### config.mk
export PLATFORM = sky130hd
export DESIGN_NAME = max_priority_multiset
export DESIGN_NICKNAME = d
export VERILOG_FILES = /design/src/rtl/mpm_pkg.sv /design/src/rtl/mpm_store.sv /design/src/rtl/mpm_scan.sv /design/src/rtl/max_priority_multiset.sv
export SDC_FILE = /design/constraint.sdc
export NUM_CORES = 1
export LEC_CHECK = 0
export BUFFER_PORTS_ARGS = -buffer_cell sky130_fd_sc_hd__buf_2
export CAP_MARGIN = 0
export CELL_PAD_IN_SITES_DETAIL_PLACEMENT = 1
export CELL_PAD_IN_SITES_GLOBAL_PLACEMENT = 1
export CORE_UTILIZATION = 50
export CTS_CLUSTER_DIAMETER = 200
export DETAILED_ROUTE_END_ITERATION = 16
export HOLD_SLACK_MARGIN = 0.15
export PLACE_DENSITY = 0.73
export SLEW_MARGIN = 20
export SYNTH_ARGS = -nofsm -noshare
export SYNTH_HDL_FRONTEND = slang
export SYNTH_SLANG_ARGS = --single-unit
### constraint.sdc
create_clock -name clk -period 8.25 [get_ports clk]
set_input_delay 1.65 -clock clk [delete_from_list [all_inputs] [get_ports clk]]
set_output_delay 1.65 -clock clk [all_outputs]
set_load 0.02 [all_outputs]
### src/rtl/mpm_pkg.sv
// Shared types and constants for the max-priority multiset.
// No dependencies; imported by every module of the block.
package mpm_pkg;

    localparam int MAX_ENTRIES_DEF = 16;
    localparam int COUNT_BITS_DEF  = 16;
    localparam int KEY_W           = 32;

    localparam logic CMD_PUSH = 1'b0;
    localparam logic CMD_POP  = 1'b1;

    typedef enum logic [1:0] {
        ST_PUSHED = 2'd0,
        ST_POPPED = 2'd1,
        ST_EMPTY  = 2'd2,
        ST_FULL   = 2'd3
    } status_t;

    typedef enum logic [1:0] {
        S_CLEAR,
        S_IDLE,
        S_SCAN,
        S_WRITE
    } state_t;

    // Sequencer to scan unit
    typedef struct packed {
        logic init;
        logic eval;
    } scan_ctl_t;

endpackage

### src/rtl/mpm_store.sv
// Entry storage: one row per entry holding {count, key}.
// One write port, one read port with registered read data. Uses mpm_pkg.
module mpm_store
    import mpm_pkg::*;
#(
    parameter int MAX_ENTRIES = MAX_ENTRIES_DEF,
    parameter int COUNT_BITS  = COUNT_BITS_DEF,
    localparam int IDX_W      = $clog2(MAX_ENTRIES)
)
(
    input  logic                  clk,
    input  logic                  we,
    input  logic [IDX_W-1:0]      waddr,
    input  logic [COUNT_BITS-1:0] wcount,
    input  logic [KEY_W-1:0]      wkey,
    input  logic [IDX_W-1:0]      raddr,
    output logic [COUNT_BITS-1:0] rcount,
    output logic [KEY_W-1:0]      rkey
);

    logic [COUNT_BITS+KEY_W-1:0] mem [MAX_ENTRIES];
    logic [COUNT_BITS+KEY_W-1:0] rdata_reg;

    always_ff @(posedge clk)
    begin
        if (we)
        begin
            mem[waddr] <= {wcount, wkey};
        end
        rdata_reg <= mem[raddr];
    end

    assign rcount = rdata_reg[COUNT_BITS+KEY_W-1:KEY_W];
    assign rkey   = rdata_reg[KEY_W-1:0];

endmodule

### src/rtl/mpm_scan.sv
// Shared compare unit: looks at one entry per cycle and keeps the running
// key match, lowest free entry and greatest key. Uses mpm_pkg.
module mpm_scan
    import mpm_pkg::*;
#(
    parameter int MAX_ENTRIES = MAX_ENTRIES_DEF,
    parameter int COUNT_BITS  = COUNT_BITS_DEF,
    localparam int IDX_W      = $clog2(MAX_ENTRIES)
)
(
    input  logic                  clk,
    input  logic                  rst_n,
    input  scan_ctl_t             ctl,
    input  logic [KEY_W-1:0]      req_key,
    input  logic [IDX_W-1:0]      ent_idx,
    input  logic [COUNT_BITS-1:0] ent_count,
    input  logic [KEY_W-1:0]      ent_key,
    output logic                  match_found,
    output logic [IDX_W-1:0]      match_idx,
    output logic [COUNT_BITS-1:0] match_count,
    output logic                  free_found,
    output logic [IDX_W-1:0]      free_idx,
    output logic                  best_found,
    output logic [IDX_W-1:0]      best_idx,
    output logic [COUNT_BITS-1:0] best_count,
    output logic [KEY_W-1:0]      best_key
);

    logic                  match_found_reg, match_found_next;
    logic                  free_found_reg,  free_found_next;
    logic                  best_found_reg,  best_found_next;
    logic [IDX_W-1:0]      match_idx_reg,   match_idx_next;
    logic [IDX_W-1:0]      free_idx_reg,    free_idx_next;
    logic [IDX_W-1:0]      best_idx_reg,    best_idx_next;
    logic [COUNT_BITS-1:0] match_count_reg, match_count_next;
    logic [COUNT_BITS-1:0] best_count_reg,  best_count_next;
    logic [KEY_W-1:0]      best_key_reg,    best_key_next;
    logic                  in_use;
    logic                  is_greater;

    assign in_use     = (ent_count != '0);
    assign is_greater = ($signed(ent_key) > $signed(best_key_reg));

    always_comb
    begin
        match_found_next = match_found_reg;
        match_idx_next   = match_idx_reg;
        match_count_next = match_count_reg;
        free_found_next  = free_found_reg;
        free_idx_next    = free_idx_reg;
        best_found_next  = best_found_reg;
        best_idx_next    = best_idx_reg;
        best_count_next  = best_count_reg;
        best_key_next    = best_key_reg;
        if (ctl.init)
        begin
            match_found_next = 1'b0;
            free_found_next  = 1'b0;
            best_found_next  = 1'b0;
        end
        else if (ctl.eval)
        begin
            if (in_use)
            begin
                if (ent_key == req_key)
                begin
                    match_found_next = 1'b1;
                    match_idx_next   = ent_idx;
                    match_count_next = ent_count;
                end
                if (!best_found_reg || is_greater)
                begin
                    best_found_next = 1'b1;
                    best_idx_next   = ent_idx;
                    best_count_next = ent_count;
                    best_key_next   = ent_key;
                end
            end
            else if (!free_found_reg)
            begin
                free_found_next = 1'b1;
                free_idx_next   = ent_idx;
            end
        end
    end

    always_ff @(posedge clk or negedge rst_n)
    begin
        if (!rst_n)
        begin
            match_found_reg <= 1'b0;
            free_found_reg  <= 1'b0;
            best_found_reg  <= 1'b0;
        end
        else
        begin
            match_found_reg <= match_found_next;
            free_found_reg  <= free_found_next;
            best_found_reg  <= best_found_next;
        end
    end

    always_ff @(posedge clk)
    begin
        match_idx_reg   <= match_idx_next;
        match_count_reg <= match_count_next;
        free_idx_reg    <= free_idx_next;
        best_idx_reg    <= best_idx_next;
        best_count_reg  <= best_count_next;
        best_key_reg    <= best_key_next;
    end

    assign match_found = match_found_reg;
    assign match_idx   = match_idx_reg;
    assign match_count = match_count_reg;
    assign free_found  = free_found_reg;
    assign free_idx    = free_idx_reg;
    assign best_found  = best_found_reg;
    assign best_idx    = best_idx_reg;
    assign best_count  = best_count_reg;
    assign best_key    = best_key_reg;

endmodule

### src/rtl/max_priority_multiset.sv
// Top level of the max-priority multiset: sequencer, write-back and result.
// Depends on mpm_pkg, mpm_store and mpm_scan.
//
//  port group        dir  signals                   timing
//  request           in   start, command, key_in    taken when start & !busy
//  result            out  done, status, key_out     done high for one cycle
//
// A request keeps busy high through the scan: one read of the entry memory per
// entry through the single compare unit, a final scan step that drains the read
// register, then the write-back state. The result strobes in the same cycle that
// busy falls. After reset a clearing pass writes every entry count to zero,
// one entry a cycle, with busy high.
// The result port has no back-pressure; done is never stalled.
module max_priority_multiset
    import mpm_pkg::*;
#(
    parameter int MAX_ENTRIES = MAX_ENTRIES_DEF,
    parameter int COUNT_BITS  = COUNT_BITS_DEF
)
(
    input  logic              clk,
    input  logic              rst_n,
    input  logic              start,
    output logic              busy,
    input  logic              command,
    input  logic [KEY_W-1:0]  key_in,
    output logic              done,
    output logic [1:0]        status,
    output logic [KEY_W-1:0]  key_out
);

    localparam int IDX_W = $clog2(MAX_ENTRIES);
    localparam int CNT_W = $clog2(MAX_ENTRIES + 1);
    localparam logic [CNT_W-1:0] LAST_SCAN = CNT_W'(MAX_ENTRIES);
    localparam logic [CNT_W-1:0] LAST_CLR  = CNT_W'(MAX_ENTRIES - 1);

    state_t             state_reg, state_next;
    logic [CNT_W-1:0]   idx_reg, idx_next;
    logic               chk_valid_reg, chk_valid_next;
    logic [IDX_W-1:0]   chk_idx_reg;
    logic               cmd_reg, cmd_next;
    logic [KEY_W-1:0]   key_reg, key_next;
    logic               done_reg, done_next;
    status_t            status_reg, status_next;
    logic [KEY_W-1:0]   key_out_reg, key_out_next;

    logic                  we;
    logic [IDX_W-1:0]      waddr;
    logic [COUNT_BITS-1:0] wcount;
    logic [KEY_W-1:0]      wkey;
    logic [IDX_W-1:0]      raddr;
    logic [COUNT_BITS-1:0] rcount;
    logic [KEY_W-1:0]      rkey;
    scan_ctl_t             scan_ctl;

    logic                  match_found, free_found, best_found;
    logic [IDX_W-1:0]      match_idx, free_idx, best_idx;
    logic [COUNT_BITS-1:0] match_count, best_count;
    logic [KEY_W-1:0]      best_key;

    mpm_store #(
        .MAX_ENTRIES (MAX_ENTRIES),
        .COUNT_BITS  (COUNT_BITS)
    ) u_store (
        .clk    (clk),
        .we     (we),
        .waddr  (waddr),
        .wcount (wcount),
        .wkey   (wkey),
        .raddr  (raddr),
        .rcount (rcount),
        .rkey   (rkey)
    );

    mpm_scan #(
        .MAX_ENTRIES (MAX_ENTRIES),
        .COUNT_BITS  (COUNT_BITS)
    ) u_scan (
        .clk         (clk),
        .rst_n       (rst_n),
        .ctl         (scan_ctl),
        .req_key     (key_reg),
        .ent_idx     (chk_idx_reg),
        .ent_count   (rcount),
        .ent_key     (rkey),
        .match_found (match_found),
        .match_idx   (match_idx),
        .match_count (match_count),
        .free_found  (free_found),
        .free_idx    (free_idx),
        .best_found  (best_found),
        .best_idx    (best_idx),
        .best_count  (best_count),
        .best_key    (best_key)
    );

    assign busy = (state_reg != S_IDLE);

    always_comb
    begin
        state_next     = state_reg;
        idx_next       = idx_reg;
        cmd_next       = cmd_reg;
        key_next       = key_reg;
        done_next      = 1'b0;
        status_next    = status_reg;
        key_out_next   = key_out_reg;
        chk_valid_next = 1'b0;
        we             = 1'b0;
        waddr          = idx_reg[IDX_W-1:0];
        wcount         = '0;
        wkey           = key_reg;
        raddr          = idx_reg[IDX_W-1:0];
        scan_ctl       = '0;
        case (state_reg)
            S_CLEAR:
            begin
                we = 1'b1;
                if (idx_reg == LAST_CLR)
                begin
                    state_next = S_IDLE;
                    idx_next   = '0;
                end
                else
                begin
                    idx_next = idx_reg + 1'b1;
                end
            end
            S_IDLE:
            begin
                if (start)
                begin
                    cmd_next      = command;
                    key_next      = key_in;
                    idx_next      = '0;
                    scan_ctl.init = 1'b1;
                    state_next    = S_SCAN;
                end
            end
            S_SCAN:
            begin
                // read of idx issued now, its data evaluated next cycle
                scan_ctl.eval  = chk_valid_reg;
                chk_valid_next = (idx_reg != LAST_SCAN);
                if (idx_reg == LAST_SCAN)
                begin
                    state_next = S_WRITE;
                end
                else
                begin
                    idx_next = idx_reg + 1'b1;
                end
            end
            S_WRITE:
            begin
                done_next    = 1'b1;
                key_out_next = '0;
                state_next   = S_IDLE;
                if (cmd_reg == CMD_POP)
                begin
                    if (best_found)
                    begin
                        we           = 1'b1;
                        waddr        = best_idx;
                        wcount       = best_count - 1'b1;
                        wkey         = best_key;
                        status_next  = ST_POPPED;
                        key_out_next = best_key;
                    end
                    else
                    begin
                        status_next = ST_EMPTY;
                    end
                end
                else if (match_found)
                begin
                    if (match_count == '1)
                    begin
                        status_next = ST_FULL;
                    end
                    else
                    begin
                        we          = 1'b1;
                        waddr       = match_idx;
                        wcount      = match_count + 1'b1;
                        status_next = ST_PUSHED;
                    end
                end
                else if (free_found)
                begin
                    we          = 1'b1;
                    waddr       = free_idx;
                    wcount      = COUNT_BITS'(1);
                    status_next = ST_PUSHED;
                end
                else
                begin
                    status_next = ST_FULL;
                end
            end
            default:
            begin
                state_next = S_IDLE;
            end
        endcase
    end

    always_ff @(posedge clk or negedge rst_n)
    begin
        if (!rst_n)
        begin
            state_reg     <= S_CLEAR;
            idx_reg       <= '0;
            chk_valid_reg <= 1'b0;
            done_reg      <= 1'b0;
        end
        else
        begin
            state_reg     <= state_next;
            idx_reg       <= idx_next;
            chk_valid_reg <= chk_valid_next;
            done_reg      <= done_next;
        end
    end

    always_ff @(posedge clk)
    begin
        chk_idx_reg <= idx_reg[IDX_W-1:0];
        cmd_reg     <= cmd_next;
        key_reg     <= key_next;
        status_reg  <= status_next;
        key_out_reg <= key_out_next;
    end

    assign done    = done_reg;
    assign status  = status_reg;
    assign key_out = key_out_reg;

`ifndef SYNTHESIS
    a_done_after_write: assert property (@(posedge clk) disable iff (!rst_n)
        done_reg |-> $past(state_reg == S_WRITE))
        else $error("result strobe without a write-back cycle");

    a_accept_goes_busy: assert property (@(posedge clk) disable iff (!rst_n)
        (start && !busy) |=> (busy && state_reg == S_SCAN))
        else $error("accepted request did not start a scan");

    a_key_zero_unless_pop: assert property (@(posedge clk) disable iff (!rst_n)
        (done_reg && status_reg != ST_POPPED) |-> (key_out_reg == '0))
        else $error("key_out nonzero on a non-pop result");

    a_pop_live_entry: assert property (@(posedge clk) disable iff (!rst_n)
        (state_reg == S_WRITE && cmd_reg == CMD_POP && best_found) |-> (best_count != '0))
        else $error("pop selected a free entry");

    a_eval_in_scan: assert property (@(posedge clk) disable iff (!rst_n)
        chk_valid_reg |-> (state_reg == S_SCAN))
        else $error("entry evaluated outside the scan");
`endif

endmodule

**Word level (Yosys, flattened, before mapping)**

Memories as Yosys holds them, arrays and structs flattened. A register that Yosys moved wholly into a read port is not among the register bits.
Index checks and enable logic that the tools add are counted.

- Word-level logic and storage cells: 111
- Output and inout port bits: 36
- Flip-flop bits (word level): 159
- Memory bits (writable): 768
- Input bits: 36
- Memories: 1

Memory list:

| name | words | bits a word | read ports | clocked after memory_dff | wr ports | RTL line | text |
|---|---|---|---|---|---|---|---|
| u_store.mem | 16 | 48 | 1 | 1 | 1 | mpm_store.sv:21 | `logic [COUNT_BITS+KEY_W-1:0] mem [MAX_ENTRIES];` |

- $add $sub $neg: 3
- $lt $le $gt $ge: 1
- Equal/unequal tests: 14
- Mux-type cells: 52
- Bitwise operators: 3
- Reductions and logical operators: 19

Operator list:

| cell | number |
|---|---|
| 2-to-1 mux 32 bit | 3 |
| 2-to-1 mux 16 bit | 5 |
| equality test 32 bit | 1 |
| greater-than comparator 32 bit | 1 |
| 2-to-1 mux 1 bit | 24 |
| 2-to-1 mux 4 bit | 6 |
| adder 16 x 1 -> 16 bit, second input constant | 1 |
| equality test 16 bit, second input constant | 1 |
| 2-to-1 mux 2 bit | 8 |
| nonzero test 16 bit | 1 |
| subtractor 16 x 1 -> 16 bit, second input constant | 1 |
| 2-to-1 mux 5 bit | 3 |
| one-hot mux 5 bit (3 select lines) | 1 |
| AND reduction 3 bit | 4 |
| AND reduction 4 bit | 3 |
| != test 2 bit, second input constant | 5 |
| one-hot mux 2 bit (4 select lines) | 1 |
| nonzero test 2 bit | 4 |
| AND reduction 2 bit | 3 |
| adder 5 x 1 -> 5 bit, second input constant | 1 |
| equality test 5 x 4 -> 1 bit, second input constant | 1 |
| equality test 5 bit, second input constant | 1 |
| != test 5 bit, second input constant | 1 |
| equality test 2 bit, second input constant | 2 |
| other kinds (8) | 10 |

**Depth between registers and ports, before layout**

- Word-level depth: 7
- Depth in mapped cells: 11
- Gate-level depth less buffers: 8

**Cells and area by module**

From an unflattened synthesis, not the netlist that was laid out.

- Cells, all modules: 1,912
- Area total of the unflattened synthesis: 37,534.7 um2

Modules (own cells, without submodules):

| module | times used | cells each | area each (um2) |
|---|---|---|---|
| mpm_store | 1 | 1,242 | 29,694.7 |
| max_priority_multiset | 1 | 417 | 4,184.0 |
| mpm_scan | 1 | 253 | 3,656.0 |

**Least setup slack after synthesis**

No wires, ideal clock.

- Path kind: register to register
- From: reg state_reg[0]
- To: mem u_store.mem[12][0] (netlist bit) (enable)
- Setup slack: 0.661 ns
- Required time: 7.677 ns
- Buffers on the path: 3
- Clock period less this slack: 7.589 ns
- Stages on the path, launching flop included: 10
- Library setup time: 0.573 ns
- Arrival: 7.016 ns
- Cells stage by stage: dfrtp_1 -> ha_1 -> clkbuf_1 -> nor2b_1 -> clkbuf_1 -> a311o_1 -> nor3_1 -> nand2b_1 -> buf_1 -> nor4_1

- Longest elaborated chain between the ends: 4
- Elaborated cells on any way between the ends: 6
- Classes of those cells: eq/ne: 1; mux: 4; reduce/logical: 1

Ends and longest elaborated chain:

| item | RTL line | text |
|---|---|---|
| start, declared | max_priority_multiset.sv:37 | `state_t state_reg, state_next;` |
| start signal, assigned | max_priority_multiset.sv:219 | `state_reg <= state_next;` |
| equality test 2 bit or logical NOT 2 bit (tied branches) | max_priority_multiset.sv:115 | `case (state_reg)` |
| one-hot mux 1 bit (2 select lines) | max_priority_multiset.sv:115 |  |
| 2-to-1 mux 1 bit | mpm_store.sv:26 | `if (we)` |
| 2-to-1 mux 1 bit (not written as such) | mpm_store.sv:28 | `mem[waddr] <= {wcount, wkey};` |
| end, declared | mpm_store.sv:21 |  |

Several ways; a longest one is shown, not always the timed one.

**Final worst setup path**

- From: reg cmd_reg
- To: mem u_store.mem[15][25] (netlist bit) (enable)

- Longest elaborated chain between the ends: 4
- Elaborated cells on any way between the ends: 6
- Classes of those cells: mux: 6

Ends and longest elaborated chain:

| item | RTL line | text |
|---|---|---|
| start, declared | max_priority_multiset.sv:41 | `logic cmd_reg, cmd_next;` |
| start signal, assigned | max_priority_multiset.sv:229 | `cmd_reg <= cmd_next;` |
| 2-to-1 mux 1 bit | max_priority_multiset.sv:159 | `if (cmd_reg == CMD_POP)` |
| one-hot mux 1 bit (2 select lines) | max_priority_multiset.sv:115 |  |
| 2-to-1 mux 1 bit | mpm_store.sv:26 |  |
| 2-to-1 mux 1 bit (not written as such) | mpm_store.sv:28 |  |

Several ways; a longest one is shown, not always the timed one.

==> key figures <==
Synthesis
  • Ys async rst share: 1.231%
  • Post-synthesis cell area: 0.03740 mm²
  • Yosys warns: 0
  • Share of the yosys chip area belonging to registers: 76.73%
  • Synth top area cells: edfxtp_1 (73%), mux4_2 (14%), dfxtp_1 (2.8%)
  • Yosys cell types: 53
  • Post-synth net total: 1841
  • Synth top area share: 73.14%
  • Flops & latches, synth: 975
  • Post-synth EDFFs: 911
  • Main synth FF type: edfxtp_1
  • Area leader, netlist: edfxtp_1
  • Avg Cell Area, Syn: 21.21 µm²
  • Mapped Cells: 1763

Cells and area
  • Layout Cells excl Fill: 2975
  • Max FFs per register: 768
  • Final #Nets: 2009
  • Area Growth Syn to Fin: 14.69%
  • Design area: 0.04289 mm²
  • Final Core Density: 58.40%
  • Share of cells above drive strength 1: 28.73%

Critical path
  • R2R setup slack: 4.03 ns
  • CP endpoint: u_store.mem[15][25]$_DFFE_PP_
  • Worst R2R Path Depth: 8
  • Worst Path Class, Setup: flop to flop
  • Worst-path maximum fanout: 79
  • RR Startpoint: cmd_reg$_DFFE_PP_
  • CP endpoint kind: flop
  • Worst EP required: 8.54 ns
  • Worst R2R End: u_store.mem[15][25]$_DFFE_PP_
  • Crit path launch: cmd_reg$_DFFE_PP_
  • CP arrival: 4.50 ns
  • Critical path startpoint category: flop

Floorplan
  • Top-Level Pins: 72
  • Chip width: 275.5 µm
  • Die H: 275.5 µm
  • Initial core utilization: 50.92%
  • Die Area: 0.07590 mm²
  • Site row count: 99
  • Core Area: 0.07345 mm²

Hold path
  • HP Class: flop to flop
  • Worst hold path depth: 0

Placed design
  • Port bufs: 71
  • Placed Area: 0.03933 mm²
  • Placed cell count: 2789
  • GPL Wtd Cong: 0.8154
  • Pre-CTS WS: 4.061 ns
  • Post-DP HPWL: 52.40 mm

Detailed routing
  • DRC violations left: 0
  • DR vias/cell: 6.179
  • Post-DR wirelength/cell: 31.26 µm
  • Post-Route WL: 92.99 mm
  • Met2 WL: 46.04 mm
  • DRT iter0 DRCs: 1954
  • DR top layer: met4
  • Final ANT Viol Nets: 0
  • WL met3: 6.242 mm
  • M1 WL: 38.32 mm
  • DRT Pass-1 Iters: 7
  • Via Count: 18383

Clock tree
  • Clock Sinks: 975
  • Postcts setup bufs: 0
  • CTS tree: built
  • Maximum clock insertion buffer count: 3
  • CTS resizes: 0
  • Root Driver: clkbuf_16
  • Hold-fix buffers at CTS: 0
  • Clk Latency, worst-skew pair: 0.66 ns
  • H-tree Lvls: 3
  • Reg clk slew, reported paths: 0.06 ns
  • Total CTS buffers: 98

Timing
  • Period utilization: 51.10%
  • Worst slew pin tran: 1.123 ns
  • Final hold vios: 0
  • Max-slew headroom: 25.13%
  • Min cycle time layout: 4.215 ns
  • Fin Clk Skew: 0.02065 ns
  • Final setup vio count: 0
  • Fmax: 0.2372 GHz
  • Setup TNS: 0 ns
  • Max Slew Vio Count: 0
  • RSZ-0062 raised after global routing: no
  • Final setup margin: 4.035 ns
  • Hold WS: 0.4636 ns

Power and ir drop
  • Clock share of power: 32.9%
  • Maximum vdd ir drop: 0.1855 mV
  • Switching share of total power: 28.34%
  • PnR Total Power: 14.33 mW
  • Sequential power share: 45.7%
  • Leakage power: 14.29 nW
  • Net switching power: 4.060 mW
  • Internal Power: 10.27 mW
  • PwrDens: 334.0 mW/mm²
  • Logic pwr share: 21.3%

GRT
  • Antenna violations before repair: 3
  • Grt ovf: 0
  • Vias in the first global route: 19486
  • First-pass GRT wire length: 133.8 mm
  • Largest net degree at the start of global routing: 80
  • Total GRT Usage: 25.04%

Job
  • Max-Cap Viols: 0

Outcome
  • Status: complete, no violations
## critical path, stage by stage (launching register included)
cell      delay, ns
edfxtp_1       0.56
nand3_4        0.81
nor2_1         0.09
a311o_1        0.35
nor3_1         0.21
nand2_1        0.34
nor4_2         0.35
buf_4          0.47
buf_4          0.59
## area by class of cell
class,count,area (µm²)
fill,6183,30560
sequential,975,28710
multi-input combinational,666,8433
clock buffer,128,2709
tap,959,1200
timing repair buffer,141,908.4
clock inverter,56,744.5
inverter,49,183.9
antenna,1,2.502
## routing by layer
layer  GRT usage, %  vias up
met4          6.732        0
li1               -     7613
met3          5.098      148
met1          34.54     9912
met2          40.97      710
met5              0        -
## synth_stat cells (2+ instances only)
master,n
buf_1,11
o211ai_1,3
nand3_1,21
nand2_1,56
dfxtp_1,52
and4_1,3
edfxtp_1,911
dfrtp_1,12
nand2b_1,6
nor2b_1,2
clkbuf_1,47
o21a_1,4
nor3_1,11
ha_1,42
a21boi_0,2
mux2_2,4
a21oi_1,19
o21ai_0,47
nor4_1,30
nor2_1,50
a31oi_1,2
xnor2_1,17
mux4_2,240
a21o_1,7
nand4_1,13
o22ai_1,13
inv_1,49
buf_2,15
a22o_1,3
and3_1,5
xor2_1,43
or4_4,2
## worst min-delay path by stage
stage | endpoint | start
floorplan | chk_idx_reg[2]$_DFF_P_ | idx_reg[2]$_DFFE_PN0P_
global placement | u_scan.free_idx[3]$_DFFE_PP_ | chk_idx_reg[3]$_DFF_P_
detailed placement | u_scan.match_idx[3]$_DFFE_PP_ | chk_idx_reg[3]$_DFF_P_
CTS | u_scan.best_idx[2]$_DFFE_PP_ | chk_idx_reg[2]$_DFF_P_
global route | u_scan.match_idx[1]$_DFFE_PP_ | chk_idx_reg[1]$_DFF_P_
finish | u_scan.match_idx[1]$_DFFE_PP_ | chk_idx_reg[1]$_DFF_P_
## power by group through the flow
stage / Sequential [mW] / Clock [mW] / Combinational (mW)
finish: 6.55 / 4.72 / 3.06
global route: 6.59 / 4.93 / 3.26
CTS: 6.54 / 4.78 / 3.07
detailed placement: 6.64 / 0 / 3.01
global placement: 6.61 / 0 / 2.90
floorplan: 6.50 / 0 / 2.02
## logic make-up after synthesis
logic type,Yosys count,share of synthesized area [%]
AOI/OAI and AO/OA,114,1.873
xor gates and xnor gates,60,1.405
adders and majority gates,42,1.405
buffers and inverters,122,1.275
DFF,975,76.73
muxes,245,14.60
and+or+nand+nor,205,2.713
## cell usage in the layout, fill, tap and decap left out, types with 14 or more instances in the layout
cell type,n
nor2_1,50
ha_1,41
bufinv_16,17
nor4_2,16
nand2_1,56
nand3_1,19
xor2_1,43
xnor2_1,17
buf_2,71
buf_4,67
clkinv_1,16
clkbuf_16,101
clkbuf_1,19
mux4_2,240
nor4_1,14
edfxtp_1,911
inv_1,48
a21oi_1,19
o21ai_0,42
dfxtp_1,52
Note: power is estimated with default switching activity, not from simulation.
